===== src/sv/lups_pkg.sv =====
// shared constants, handshake structs and fixed-point helpers for the lu solver
`timescale 1ns / 1ps

package lups_pkg;

    localparam int MAX_SIZE  = 16;
    localparam int IDX_W     = 4;
    localparam int SIZE_W    = 5;
    localparam int FX_W      = 48;
    localparam int FRAC_BITS = 32;
    localparam int Q_SHIFT   = FRAC_BITS - 16;

    localparam logic [1:0] ACT_MAT   = 2'd0;
    localparam logic [1:0] ACT_RHS   = 2'd1;
    localparam logic [1:0] ACT_SOLVE = 2'd2;

    localparam logic signed [FX_W-1:0] FX_MAX = 48'sh7FFF_FFFF_FFFF;
    localparam logic signed [FX_W-1:0] FX_MIN = 48'sh8000_0000_0000;
    localparam logic [FX_W-1:0]        MAG_ONE = 48'h0001_0000_0000;

    typedef struct packed {
        logic                   start;
        logic signed [FX_W-1:0] a;
        logic signed [FX_W-1:0] b;
        logic                   force_pos;
    } mul_req_t;

    typedef struct packed {
        logic            start;
        logic [FX_W-1:0] ma;
        logic [FX_W-1:0] mb;
        logic            neg;
    } div_req_t;

    typedef struct packed {
        logic                   done;
        logic signed [FX_W-1:0] res;
    } unit_rsp_t;

    function automatic logic [FX_W-1:0] fx_mag(input logic signed [FX_W-1:0] a);
        logic [FX_W-1:0] u;
        u = a;
        return u[FX_W-1] ? (~u + 48'd1) : u;
    endfunction

    // saturate a magnitude with sign to the 48-bit range
    function automatic logic signed [FX_W-1:0] fx_pack(input logic [63:0] m,
                                                       input logic neg,
                                                       input logic ovf);
        logic [FX_W-1:0] low;
        low = m[FX_W-1:0];
        if (neg) begin
            if (ovf || m > 64'h0000_8000_0000_0000) begin
                return FX_MIN;
            end
            return signed'(48'd0 - low);
        end
        if (ovf || m > 64'h0000_7FFF_FFFF_FFFF) begin
            return FX_MAX;
        end
        return signed'(low);
    endfunction

endpackage


===== src/sv/lups_div.sv =====
// radix-2 restoring divider for fixed-point quotients, one bit a cycle
`timescale 1ns / 1ps

module lups_div
    import lups_pkg::*;
(
    input  logic      clk,
    input  logic      rst_n,
    input  div_req_t  req,
    output unit_rsp_t rsp
);

    logic            busy_reg, busy_next;
    logic [6:0]      cnt_reg, cnt_next;
    logic [79:0]     dvd_reg, dvd_next;
    logic [FX_W-1:0] r_reg, r_next;
    logic [FX_W-1:0] mb_reg, mb_next;
    logic [FX_W:0]   q_reg, q_next;
    logic            ovf_reg, ovf_next;
    logic            neg_reg, neg_next;
    logic            done_reg, done_next;
    logic signed [FX_W-1:0] res_reg, res_next;
    logic [FX_W:0]   rs;
    logic            ge;

    always_comb
    begin
        busy_next = busy_reg;
        cnt_next  = cnt_reg;
        dvd_next  = dvd_reg;
        r_next    = r_reg;
        mb_next   = mb_reg;
        q_next    = q_reg;
        ovf_next  = ovf_reg;
        neg_next  = neg_reg;
        done_next = 1'b0;
        res_next  = res_reg;
        rs        = {r_reg, dvd_reg[79]};
        ge        = rs >= {1'b0, mb_reg};
        if (req.start) begin
            neg_next = req.neg;
            mb_next  = req.mb;
            if (req.mb == '0) begin
                // divide by zero: zero over zero is zero, else full scale
                done_next = 1'b1;
                res_next  = (req.ma == '0) ? '0 : (req.neg ? FX_MIN : FX_MAX);
            end else begin
                busy_next = 1'b1;
                cnt_next  = 7'd0;
                dvd_next  = {req.ma, 32'd0};
                r_next    = '0;
                q_next    = '0;
                ovf_next  = 1'b0;
            end
        end else if (busy_reg) begin
            cnt_next = cnt_reg + 7'd1;
            if (cnt_reg < 7'd80) begin
                dvd_next = {dvd_reg[78:0], 1'b0};
                r_next   = ge ? FX_W'(rs - {1'b0, mb_reg}) : rs[FX_W-1:0];
                q_next   = {q_reg[FX_W-1:0], ge};
                ovf_next = ovf_reg || q_next[FX_W]
                           || (q_next[FX_W-1] && (q_next[FX_W-2:0] != '0));
            end else begin
                res_next  = fx_pack({15'd0, q_reg}, neg_reg, ovf_reg);
                done_next = 1'b1;
                busy_next = 1'b0;
            end
        end
    end

    always_ff @(posedge clk or negedge rst_n)
    begin
        if (!rst_n) begin
            busy_reg <= 1'b0;
            cnt_reg  <= 7'd0;
            done_reg <= 1'b0;
        end else begin
            busy_reg <= busy_next;
            cnt_reg  <= cnt_next;
            done_reg <= done_next;
        end
    end

    always_ff @(posedge clk)
    begin
        dvd_reg <= dvd_next;
        r_reg   <= r_next;
        mb_reg  <= mb_next;
        q_reg   <= q_next;
        ovf_reg <= ovf_next;
        neg_reg <= neg_next;
        res_reg <= res_next;
    end

    assign rsp.done = done_reg;
    assign rsp.res  = res_reg;

endmodule


===== config.mk =====
export PLATFORM = sky130hd
export DESIGN_NAME = lups_div
export DESIGN_NICKNAME = d
export VERILOG_FILES = /design/src/sv/lups_pkg.sv /design/src/sv/lups_div.sv
export SDC_FILE = /design/constraint.sdc
export NUM_CORES = 1
export LEC_CHECK = 0
export BUFFER_PORTS_ARGS = -buffer_cell sky130_fd_sc_hd__buf_2
export CAP_MARGIN = 20
export CELL_PAD_IN_SITES_DETAIL_PLACEMENT = 1
export CELL_PAD_IN_SITES_GLOBAL_PLACEMENT = 1
export CORE_ASPECT_RATIO = 0.6
export CORE_MARGIN = 2
export CORE_UTILIZATION = 51
export DETAILED_ROUTE_END_ITERATION = 10
export PLACE_DENSITY_LB_ADDON = 0.1
export SLEW_MARGIN = 10
export SYNTH_ARGS = -nofsm -noshare
export SYNTH_HDL_FRONTEND = slang
export SYNTH_SLANG_ARGS = --single-unit

===== constraint.sdc =====
create_clock -name clk -period 27 [get_ports clk]
set_clock_uncertainty 0.05 [all_clocks]
set_input_delay 2.7 -clock clk [delete_from_list [all_inputs] [get_ports clk]]
set_output_delay 2.7 -clock clk [all_outputs]
set_load 0.1 [all_outputs]

Yosys cells after proc, flatten, opt, wreduce, memory -nomap -nowiden. Cells that the tools add are included.

Register bits after elaboration: 284. Bits in latches: 0. RAM bits: 0. ROM bits: 0. Input bits: 100. Memories kept: 0.

$add $sub $neg: 3. Multiply operators: 0. Divide/modulo/power cells: 0. $lt $le $gt $ge: 4. Equality and inequality tests: 3. Shift-type cells: 0. Mux-type cells: 54. Bitwise logic cells: 0. Reduce and logical (&&, ||, !) cells: 13.

Operators by type and width (count): $mux 48 (17); $mux 80 (4); $mux 49 (4); $logic_not 48->1 (2); $ge 49x48->1 (1); $gt 49x47->1 const B (1); $gt 49x48->1 const B (1); $sub 1x48->48 const A (1); $sub 48x48->48 (1); $reduce_bool 47->1 (1); $mux 1 (26); $mux 7 (3); $add 7x1->7 const B (1); $lt 7x7->1 const B (1); $reduce_and 3->1 (2); $logic_or 1x1->1 (4); $ne 2x2->1 const B (2); $reduce_bool 2->1 (2); $ne 2x1->1 const B (1); $reduce_and 2->1 (1); $logic_and 1x1->1 (1).

Longest topological paths before layout. Gate-level depths: netlist (run 1).

Depth after elaboration: 15. Mapped depth: 14. Mapped depth without buffers: 12.

Worst setup path after synthesis (run 1). OpenSTA, ideal clock, no wires.

Path kind: input to register. Start point: in req[97] in the netlist's numbering. End point: reg dvd_reg[32] (enable). Library setup time: 0.831 ns. Arrival: 13.519 ns. Path slack: 12.600 ns. Cell stages on the path: 5. Cell sequence: clkbuf_1 > clkbuf_1 > buf_1 > nor2_1 > nor3_1.

Word-level cells in the longest chain between the ends: 2. Elaborated cells on any way between the ends: 4. Classes of those cells: eq/ne: 1; reduce/logical: 3.

Ends and longest elaborated chain: start, declared (line lups_div.sv:9) `input div_req_t req,`; $ne 2x2->1 (no line) / $reduce_bool 2->1 (equally long branches); $reduce_and 3->1 (no line) *; end signal, assigned (line lups_div.sv:86) `dvd_reg <= dvd_next;`; end, declared (line lups_div.sv:15) `logic [79:0] dvd_reg, dvd_next;`.

Mark *: on every way between the ends. The rest lies on a longest branch, timed or not. A chain may end at the register's enable or synchronous reset.

Final worst setup path (run 1).
Start point: in req[85] in the netlist's numbering. End point: reg res_reg[28] (data pin).

Word-level cells in the longest chain between the ends: 4.

Ends and longest elaborated chain: $logic_not 48->1 (line lups_div.sv:46) `res_next = (req.ma == '0) ? '0 : (req.neg ? FX_MIN : FX_MAX);`; $mux 48 (line lups_div.sv:46); $mux 48 (line lups_div.sv:43) `if (req.mb == '0) begin`; $mux 48 (line lups_div.sv:40) `if (req.start) begin`; via res_next[28] (line lups_div.sv:22) `logic signed [FX_W-1:0] res_reg, res_next;`; end signal, assigned (line lups_div.sv:92) `res_reg <= res_next;`; end, declared (line lups_div.sv:22).

The timed path passes the listed nets, and every way through them passes these cells. The select of a mux whose other input is x is not followed.

==> impl_results.html, run 1 <==
<table>
<tr><th>Metric</th><th>Value</th></tr>
<tr><th colspan="2">Clock network</th></tr>
<tr><td>Post-CTS setup repair buffer count</td><td>0</td></tr>
<tr><td>Clock latency reported for the late side of the worst-skew pair</td><td>~0.55 ns</td></tr>
<tr><td>CTS sink count</td><td>around 250</td></tr>
<tr><td>Buffers from clock root to sink, at most</td><td>3</td></tr>
<tr><td>Maximum level of the CTS H-tree</td><td>1</td></tr>
<tr><td>Number of CTS-inserted buffers</td><td>25</td></tr>
<tr><td>Count of hold buffers inserted by post-cts repair</td><td>0</td></tr>
<tr><td>Clock tree from TritonCTS</td><td>yes</td></tr>
<tr><td>Number of gates resized after cts</td><td>0</td></tr>
<tr><td>Clk root buf</td><td>clkbuf_16</td></tr>
<tr><td>Clock transition time at the flip-flop clock pins of the worst setup and hold paths</td><td>about 0.07 ns</td></tr>
<tr><th colspan="2">Critical path</th></tr>
<tr><td>Data arrival time of the critical path</td><td>between 5 and 6 ns</td></tr>
<tr><td>Critical path class</td><td>input port to register</td></tr>
<tr><td>CP endpoint kind</td><td>register</td></tr>
<tr><td>Worst-path fanout max</td><td>16</td></tr>
<tr><td>Category of the worst setup path launch point</td><td>input port</td></tr>
<tr><td>Critical path data required time</td><td>between 20 and 30 ns</td></tr>
<tr><th colspan="2">Placed design</th></tr>
<tr><td>Half-perimeter wire length of the detailed placement result</td><td>30800 um</td></tr>
<tr><td>Setup Slack @ Placement</td><td>~20 ns</td></tr>
<tr><td>Number of placed cells counting well taps</td><td>around 1800</td></tr>
<tr><td>Final weighted congestion in routability-driven placement</td><td>0.914</td></tr>
<tr><td>PortBufs</td><td>148</td></tr>
<tr><th colspan="2">Yosys</th></tr>
<tr><td>Yosys warns</td><td>0</td></tr>
<tr><td>Cell area after synthesis</td><td>around 14000 um^2</td></tr>
<tr><td>Synth unique cells</td><td>66</td></tr>
<tr><td>Top cell types by occurrence after synthesis</td><td>edfxtp_1, nor2_1, a21oi_1</td></tr>
<tr><td>Post-synthesis sequential element count</td><td>between 200 and 300</td></tr>
<tr><td>Number of cells produced by synthesis</td><td>around 1400</td></tr>
<tr><td>Syn Nets</td><td>1541</td></tr>
<tr><td>Area share of the largest cell type after synthesis</td><td>0.503</td></tr>
<tr><td>Synth area leader</td><td>edfxtp_1</td></tr>
<tr><td>Flip-flop cell with the highest count after synthesis</td><td>edfxtp_1</td></tr>
<tr><td>Mean area per synthesized cell</td><td>10.4 um^2</td></tr>
<tr><td>Post-synth EDFFs</td><td>243</td></tr>
<tr><td>Fraction of the yosys area taken by sequential cells</td><td>0.519</td></tr>
<tr><td>Synth top area cells</td><td>edfxtp_1, ha_1, a21oi_1</td></tr>
<tr><td>Most instantiated library cell after synthesis</td><td>edfxtp_1</td></tr>
<tr><td>Proportion of register bits with asynchronous set or reset after synthesis</td><td>0.0357</td></tr>
<tr><th colspan="2">Status</th></tr>
<tr><td>Status</td><td>finished, violations left</td></tr>
<tr><td>Violated checks</td><td>DRC</td></tr>
<tr><th colspan="2">Global routing</th></tr>
<tr><td>Via count of the first global-routing pass</td><td>approximately 12000</td></tr>
<tr><td>First-pass GRT wire length</td><td>a little under 70000 um</td></tr>
<tr><td>Remaining Overflow, GRT</td><td>0</td></tr>
<tr><td>Number of antenna violations at the first check in global routing</td><td>1</td></tr>
<tr><td>Gr usage total</td><td>0.290</td></tr>
<tr><td>Pin count of the biggest net entering global routing</td><td>78</td></tr>
<tr><th colspan="2">Die</th></tr>
<tr><td>Number of top-level pins</td><td>approximately 150</td></tr>
<tr><td>Core region area</td><td>between 20000 and 30000 um^2</td></tr>
<tr><td>Width of the die</td><td>222 um</td></tr>
<tr><td>Row Count</td><td>47</td></tr>
<tr><td>Die area</td><td>approximately 30000 um^2</td></tr>
<tr><td>Die Y</td><td>approximately 130 um</td></tr>
<tr><td>Effective utilization at floorplan</td><td>0.522</td></tr>
<tr><th colspan="2">Pwr</th></tr>
<tr><td>Net switching share of the total power</td><td>0.374</td></tr>
<tr><td>Standby leakage power</td><td>~6.8 nW</td></tr>
<tr><td>Design internal power</td><td>just over 0.9 mW</td></tr>
<tr><td>Maximum vdd ir drop</td><td>0.0000589 V</td></tr>
<tr><td>Share of power burned in the clock network</td><td>0.257</td></tr>
<tr><td>Power density of the placed cells</td><td>89.1 nW/um^2</td></tr>
<tr><td>Design Power</td><td>between 1 and 1.5 mW</td></tr>
<tr><td>Sequential cell fraction of total power</td><td>0.350</td></tr>
<tr><td>Psw</td><td>0.548 mW</td></tr>
<tr><td>Comb power frac</td><td>0.393</td></tr>
<tr><th colspan="2">Cells and area</th></tr>
<tr><td>Net count of the finished layout</td><td>1655</td></tr>
<tr><td>Growth of design area from synthesis to finish</td><td>13.4%</td></tr>
<tr><td>Max FFs per register</td><td>49</td></tr>
<tr><td>Proportion of layout cells with a drive suffix above 1</td><td>0.175</td></tr>
<tr><td>Cell Count, Final, Fillers Out</td><td>approximately 1900</td></tr>
<tr><th colspan="2">Routing</th></tr>
<tr><td>Avg WL per Cell</td><td>23.1 um</td></tr>
<tr><td>Wire length after detailed routing</td><td>43600 um</td></tr>
<tr><td>Detailed Routing Iterations Pass 1</td><td>8</td></tr>
<tr><td>Via-per-instance ratio</td><td>around 6.3</td></tr>
<tr><td>DRC</td><td>15</td></tr>
<tr><td>Vias</td><td>roughly 12000</td></tr>
<tr><td>Violation count after the first detailed-route iteration</td><td>1269</td></tr>
<tr><td>Count of nets left with antenna violations after detail routing</td><td>0</td></tr>
<tr><th colspan="2">Timing</th></tr>
<tr><td>Crit path time final</td><td>5.39 ns</td></tr>
<tr><td>Crit path setup slack, layout</td><td>~22 ns</td></tr>
<tr><td>RSZ-0062 raised after global routing</td><td>no</td></tr>
<tr><td>Period Utilization, post-route</td><td>0.200</td></tr>
<tr><td>Worst-case hold slack</td><td>0.499 ns</td></tr>
<tr><td>Slew margin rel.</td><td>0.271</td></tr>
<tr><td>Final slew viol count</td><td>0</td></tr>
<tr><td>Final Setup Violations</td><td>0</td></tr>
<tr><td>Final hold violation count</td><td>0</td></tr>
<tr><td>Sum of negative setup slack</td><td>0 ns</td></tr>
<tr><td>Achievable clock frequency</td><td>approximately 190 MHz</td></tr>
<tr><td>Worst Tran Pin Value</td><td>~1.1 ns</td></tr>
<tr><th colspan="2">Min path</th></tr>
<tr><td>Worst min-delay path category</td><td>register to register</td></tr>
<tr><th colspan="2">Run</th></tr>
<tr><td>Number of max-capacitance violations reported</td><td>0</td></tr>
</table>
## worst max-delay path, stage by stage
cell and delay [ns]:
buf_2 0.12, nor4_1 0.41, nand4_1 0.15, o31ai_1 0.69
nand2b_1 0.52, o21a_1 0.65, buf_8 0.24, o21ai_1 0.10
## kinds of logic (layout without fill, tap and decap cells)
family	Yosys count	in the layout	synth area share
flops	252	252	0.519
mux	82	82	0.0607
simple gates	472	472	0.169
other cells	0	1	0
xor+xnor	44	44	0.0266
compound gates	343	343	0.141
buf+inv	144	277	0.0383
fa+ha+maj	52	52	0.0454
## final cells by class
class / count / area [um^2]
tap: 367 / 459
multi-input combinational: 993 / 6430
fill: 3018 / 11300
sequential: 252 / 7520
timing repair buffer: 162 / 872
clock buffer: 30 / 676
clock inverter: 16 / 208
antenna: 1 / 2.50
inverter: 69 / 259
## cell usage in the layout, fill, tap and decap left out, types with 51 or more instances in the layout
master	netlist	routed
ha_1	51	51
edfxtp_1	243	243
buf_2	6	148
nand2_1	68	67
a21oi_1	120	120
o21ai_0	59	59
inv_1	68	68
nor2_1	130	130
nor3_1	53	52
nor2b_1	51	51
## power by group through the flow
stage / sequential [mW] / combinational (mW) / clock, mW
finish: 0.512 / 0.574 / 0.377
floorplan: 0.507 / 0.410 / 0
global placement: 0.516 / 0.528 / 0
global route: 0.516 / 0.629 / 0.397
detailed placement: 0.518 / 0.551 / 0
CTS: 0.512 / 0.562 / 0.383
## routing by layer
layer / track usage / up-vias / wire [um]
met3: 0.0564 / 48 / 3420
met4: 0.0514 / 0 / 641
li1: - / 5396 / -
met2: 0.419 / 455 / 17900
met5: 0 / - / 0
met1: 0.456 / 5966 / 21600
## final timing paths
path                            cells past startpoint                    start  slack [ns]                endpoint
worst max-delay path                                8                  req[85]       21.61   res_reg[28]$_DFFE_PP_
worst min-delay path                                1    dvd_reg[53]$_DFFE_PP_        0.50   dvd_reg[54]$_DFFE_PP_
worst max register to register                      9  q_reg[31]$_SDFFCE_PP0P_       22.35    res_reg[9]$_DFFE_PP_
worst min register to register                      1    dvd_reg[53]$_DFFE_PP_        0.50   dvd_reg[54]$_DFFE_PP_
max in group asynchronous                           1                    rst_n       24.73  cnt_reg[1]$_DFFE_PN0P_
min in group asynchronous                           1                    rst_n        1.97      done_reg$_DFF_PN0_
## per-stage QoR
stage	area, um^2	utilization
final	16400	0.592
after global routing	16400	0.592
after CTS	16400	0.590
after detailed placement	15500	0.558
after global placement	15500	0.558
after floorplan	14500	-
Power figures use the tool's default switching activity.
==> inputs of run 2 (changes only) <==
--- a/config.mk
+++ b/config.mk
@@ -11,7 +11,7 @@
 export CELL_PAD_IN_SITES_GLOBAL_PLACEMENT = 1
 export CORE_ASPECT_RATIO = 0.6
 export CORE_MARGIN = 2
-export CORE_UTILIZATION = 51
+export CORE_UTILIZATION = 47
 export DETAILED_ROUTE_END_ITERATION = 10
 export PLACE_DENSITY_LB_ADDON = 0.1
 export SLEW_MARGIN = 10
==> constraint.sdc (replaced) <==
create_clock -name clk -period 5.2 [get_ports clk]
set_clock_uncertainty 0.05 [all_clocks]
set_input_delay 0.52 -clock clk [delete_from_list [all_inputs] [get_ports clk]]
set_output_delay 0.52 -clock clk [all_outputs]
set_load 0.1 [all_outputs]
==> run 2 against run 1 <==
Non-clock buffer count grew 6. Total power increased to 5.2 times the previous value. Utilization decreased by 4.2 points. Setup slack got worse by 20 ns. Critical endpoint is now r_reg[18]$_SDFFCE_PP0P_. The flow now finishes without violations. Largest cell class unchanged. Clock power rose to 5.4 times the previous value. Routed wire length down 2.0%. Flip-flop and latch count did not move. Global-route usage shrank 2.6 points. Design area grew 1.0%. Critical path depth increased by 2.
==> impl_results.html, run 2 (same netlist as run 1, synthesis figures left out) <==
<table>
<tr><th>Metric</th><th>Value</th></tr>
<tr><th colspan="2">Status</th></tr>
<tr><td>Status</td><td>completed</td></tr>
<tr><th colspan="2">Clock network</th></tr>
<tr><td>CTS sink count</td><td>252 (unchanged)</td></tr>
<tr><td>Clock tree from TritonCTS</td><td>yes</td></tr>
<tr><td>Clk root buf</td><td>clkbuf_16</td></tr>
<tr><td>Clock latency reported for the late side of the worst-skew pair</td><td>0.56 ns (about the same)</td></tr>
<tr><td>Buffers from clock root to sink, at most</td><td>3 (unchanged)</td></tr>
<tr><td>Number of gates resized after cts</td><td>0 (unchanged)</td></tr>
<tr><td>Clock transition time at the flip-flop clock pins of the worst setup and hold paths</td><td>0.07 ns (about the same)</td></tr>
<tr><td>Number of CTS-inserted buffers</td><td>26 (+4.0%)</td></tr>
<tr><td>Maximum level of the CTS H-tree</td><td>1 (unchanged)</td></tr>
<tr><th colspan="2">Routing</th></tr>
<tr><td>Avg WL per Cell</td><td>22.1 um (-4.4%)</td></tr>
<tr><td>Vias</td><td>11700 (-1.3%)</td></tr>
<tr><td>Violation count after the first detailed-route iteration</td><td>1031 (-19%)</td></tr>
<tr><td>Count of nets left with antenna violations after detail routing</td><td>0 (unchanged)</td></tr>
<tr><td>DRC</td><td>0 (-15)</td></tr>
<tr><td>Via-per-instance ratio</td><td>6.04 (-3.8%)</td></tr>
<tr><td>Wire length after detailed routing</td><td>42700 um (-2.0%)</td></tr>
<tr><td>Detailed Routing Iterations Pass 1</td><td>5 (-3)</td></tr>
<tr><th colspan="2">Pwr</th></tr>
<tr><td>Maximum vdd ir drop</td><td>0.000269 V (+360%)</td></tr>
<tr><td>Standby leakage power</td><td>6.84 nW (+1.1%)</td></tr>
<tr><td>Design Power</td><td>7.66 mW (+420%)</td></tr>
<tr><td>Power density of the placed cells</td><td>461 nW/um^2 (+420%)</td></tr>
<tr><th colspan="2">Placed design</th></tr>
<tr><td>PortBufs</td><td>148 (unchanged)</td></tr>
<tr><td>Final weighted congestion in routability-driven placement</td><td>0.965 (+5.5%)</td></tr>
<tr><td>Placed cell areas</td><td>15700 um^2 (+1.1%)</td></tr>
<tr><td>Half-perimeter wire length of the detailed placement result</td><td>31100 um (+0.86%)</td></tr>
<tr><th colspan="2">Timing</th></tr>
<tr><td>RSZ-0062 raised after global routing</td><td>no</td></tr>
<tr><td>Achievable clock frequency</td><td>~250 MHz</td></tr>
<tr><td>Slew margin rel.</td><td>0.350 (+0.0799)</td></tr>
<tr><td>Final hold violation count</td><td>0 (unchanged)</td></tr>
<tr><td>Sum of negative setup slack</td><td>0 ns (unchanged)</td></tr>
<tr><td>Final slew viol count</td><td>0 (unchanged)</td></tr>
<tr><td>Final Setup Violations</td><td>0 (unchanged)</td></tr>
<tr><td>Period Utilization, post-route</td><td>0.759</td></tr>
<tr><td>Worst-case hold slack</td><td>0.101 ns (-0.399 ns)</td></tr>
<tr><td>Crit path time final</td><td>around 3.9 ns</td></tr>
<tr><td>Worst Tran Pin Value</td><td>0.971 ns (-0.123 ns)</td></tr>
<tr><th colspan="2">Global routing</th></tr>
<tr><td>Remaining Overflow, GRT</td><td>0 (unchanged)</td></tr>
<tr><td>Via count of the first global-routing pass</td><td>11500 (-2.1%)</td></tr>
<tr><td>First-pass GRT wire length</td><td>67300 um (-1.1%)</td></tr>
<tr><td>Pin count of the biggest net entering global routing</td><td>89 (+14%)</td></tr>
<tr><td>Number of antenna violations at the first check in global routing</td><td>0 (-1)</td></tr>
<tr><td>Gr usage total</td><td>0.264 (-0.0264)</td></tr>
<tr><th colspan="2">Cells and area</th></tr>
<tr><td>Net count of the finished layout</td><td>1662 (+0.42%)</td></tr>
<tr><td>Inserted Diodes</td><td>0 (-1)</td></tr>
<tr><td>Final core utilization</td><td>0.550 (-0.0416)</td></tr>
<tr><td>Cell area after layout</td><td>16600 um^2 (+1.0%)</td></tr>
<tr><td>Max FFs per register</td><td>49 (unchanged)</td></tr>
<tr><td>Commonest non-fill, non-tap cells in the layout</td><td>edfxtp_1, buf_2, nor2_1</td></tr>
<tr><td>Proportion of layout cells with a drive suffix above 1</td><td>0.178 (+0.00301)</td></tr>
<tr><td>Growth of design area from synthesis to finish</td><td>14.5%</td></tr>
<tr><td>Most frequent standard cell in the layout excluding fill and tap cells</td><td>edfxtp_1</td></tr>
<tr><th colspan="2">Critical path</th></tr>
<tr><td>Worst-path fanout max</td><td>34 (+18)</td></tr>
<tr><td>Critical path class</td><td>register to register</td></tr>
<tr><td>Data arrival time of the critical path</td><td>4.16 ns (-1.44 ns)</td></tr>
<tr><td>CP endpoint kind</td><td>register</td></tr>
<tr><td>Category of the worst setup path launch point</td><td>register</td></tr>
<tr><td>Critical path data required time</td><td>5.41 ns (-21.80 ns)</td></tr>
<tr><th colspan="2">Die</th></tr>
<tr><td>Width of the die</td><td>231 um (+4.1%)</td></tr>
<tr><td>Effective utilization at floorplan</td><td>0.481 (-0.0417)</td></tr>
<tr><td>Die Y</td><td>140 um (+4.0%)</td></tr>
<tr><td>Die area</td><td>32300 um^2 (+8.3%)</td></tr>
<tr><td>Row Count</td><td>49 (+4.3%)</td></tr>
<tr><td>Core region area</td><td>30200 um^2 (+8.7%)</td></tr>
<tr><td>Number of top-level pins</td><td>149 (unchanged)</td></tr>
<tr><th colspan="2">Run</th></tr>
<tr><td>Number of max-capacitance violations reported</td><td>0 (unchanged)</td></tr>
<tr><th colspan="2">Min path</th></tr>
<tr><td>Worst min-delay path category</td><td>input port to register</td></tr>
</table>
[run 2: changes by cell type in the layout (fill, tap and decap cells not counted), moves of 2 or more]
cell / change
buf_4: +5
buf_12: +3
clkbuf_8: +2
clkinv_1: +2
clkinv_2: +2
clkinvlp_4: -2
inv_6: -2
[run 2: metrics by stage]
step           std cells  setup slack (ns)
2_1_floorplan       1389            0.0172
3_3_place_gp        1889              1.41
3_5_place_dp        1889              1.37
4_1_cts             1938              1.31
5_1_grt             1938              1.00
6_report            1938              1.25
[run 2: path summary, 6_finish.rpt]
path	start	endpoint	slack, ns	cells past startpoint
worst max-delay path	r_reg[25]$_SDFFCE_PP0P_	r_reg[18]$_SDFFCE_PP0P_	1.25	10
worst min-delay path	req[36]	mb_reg[35]$_DFFE_PP_	0.10	1
worst max register to register	r_reg[25]$_SDFFCE_PP0P_	r_reg[18]$_SDFFCE_PP0P_	1.25	10
worst min register to register	dvd_reg[69]$_DFFE_PP_	dvd_reg[70]$_DFFE_PP_	0.50	1
max in group asynchronous	rst_n	cnt_reg[2]$_DFFE_PN0P_	4.61	2
min in group asynchronous	rst_n	done_reg$_DFF_PN0_	0.29	2
[run 2: worst max-delay path, stage by stage, from the launching register on]
cell	delay, ns
edfxtp_1	0.39
ha_1	0.48
nand4_1	0.18
nor3_1	0.30
nand3_1	0.27
a311oi_1	0.53
o211ai_1	0.20
nand2_2	0.57
buf_12	0.32
mux2i_1	0.23
nor2_1	0.08
[run 2: final cells by class]
class | count | area, um^2
Clock inverter | 16 | 193
Clock buffer | 32 | 724
Timing Repair Buffer | 168 | 952
Sequential cell | 252 | 7520
Tap cell | 408 | 510
Inverter | 69 | 259
Fill cell | 3326 | 13600
Multi-Input combinational cell | 993 | 6440
[run 2: per-layer routing]
layer	track usage	wire, um	vias to the layer above
met2	0.345	16900	355
met3	0.0596	3090	46
met4	0.0526	736	0
met1	0.435	22000	5885
met5	0	0	-
li1	-	-	5421
[run 2: timing repair]
item	4_1_cts	5_1_grt
hold buffers	1	0
endpoints found under the hold margin	9	0
buffers inserted	0	0
[run 2: power by group]
part | leakage [nW] | internal, mW | switching [mW]
sequential | 2.75 | 2.52 | 0.137
combinational | 3.65 | 1.12 | 1.85
clock | 0.445 | 1.19 | 0.839
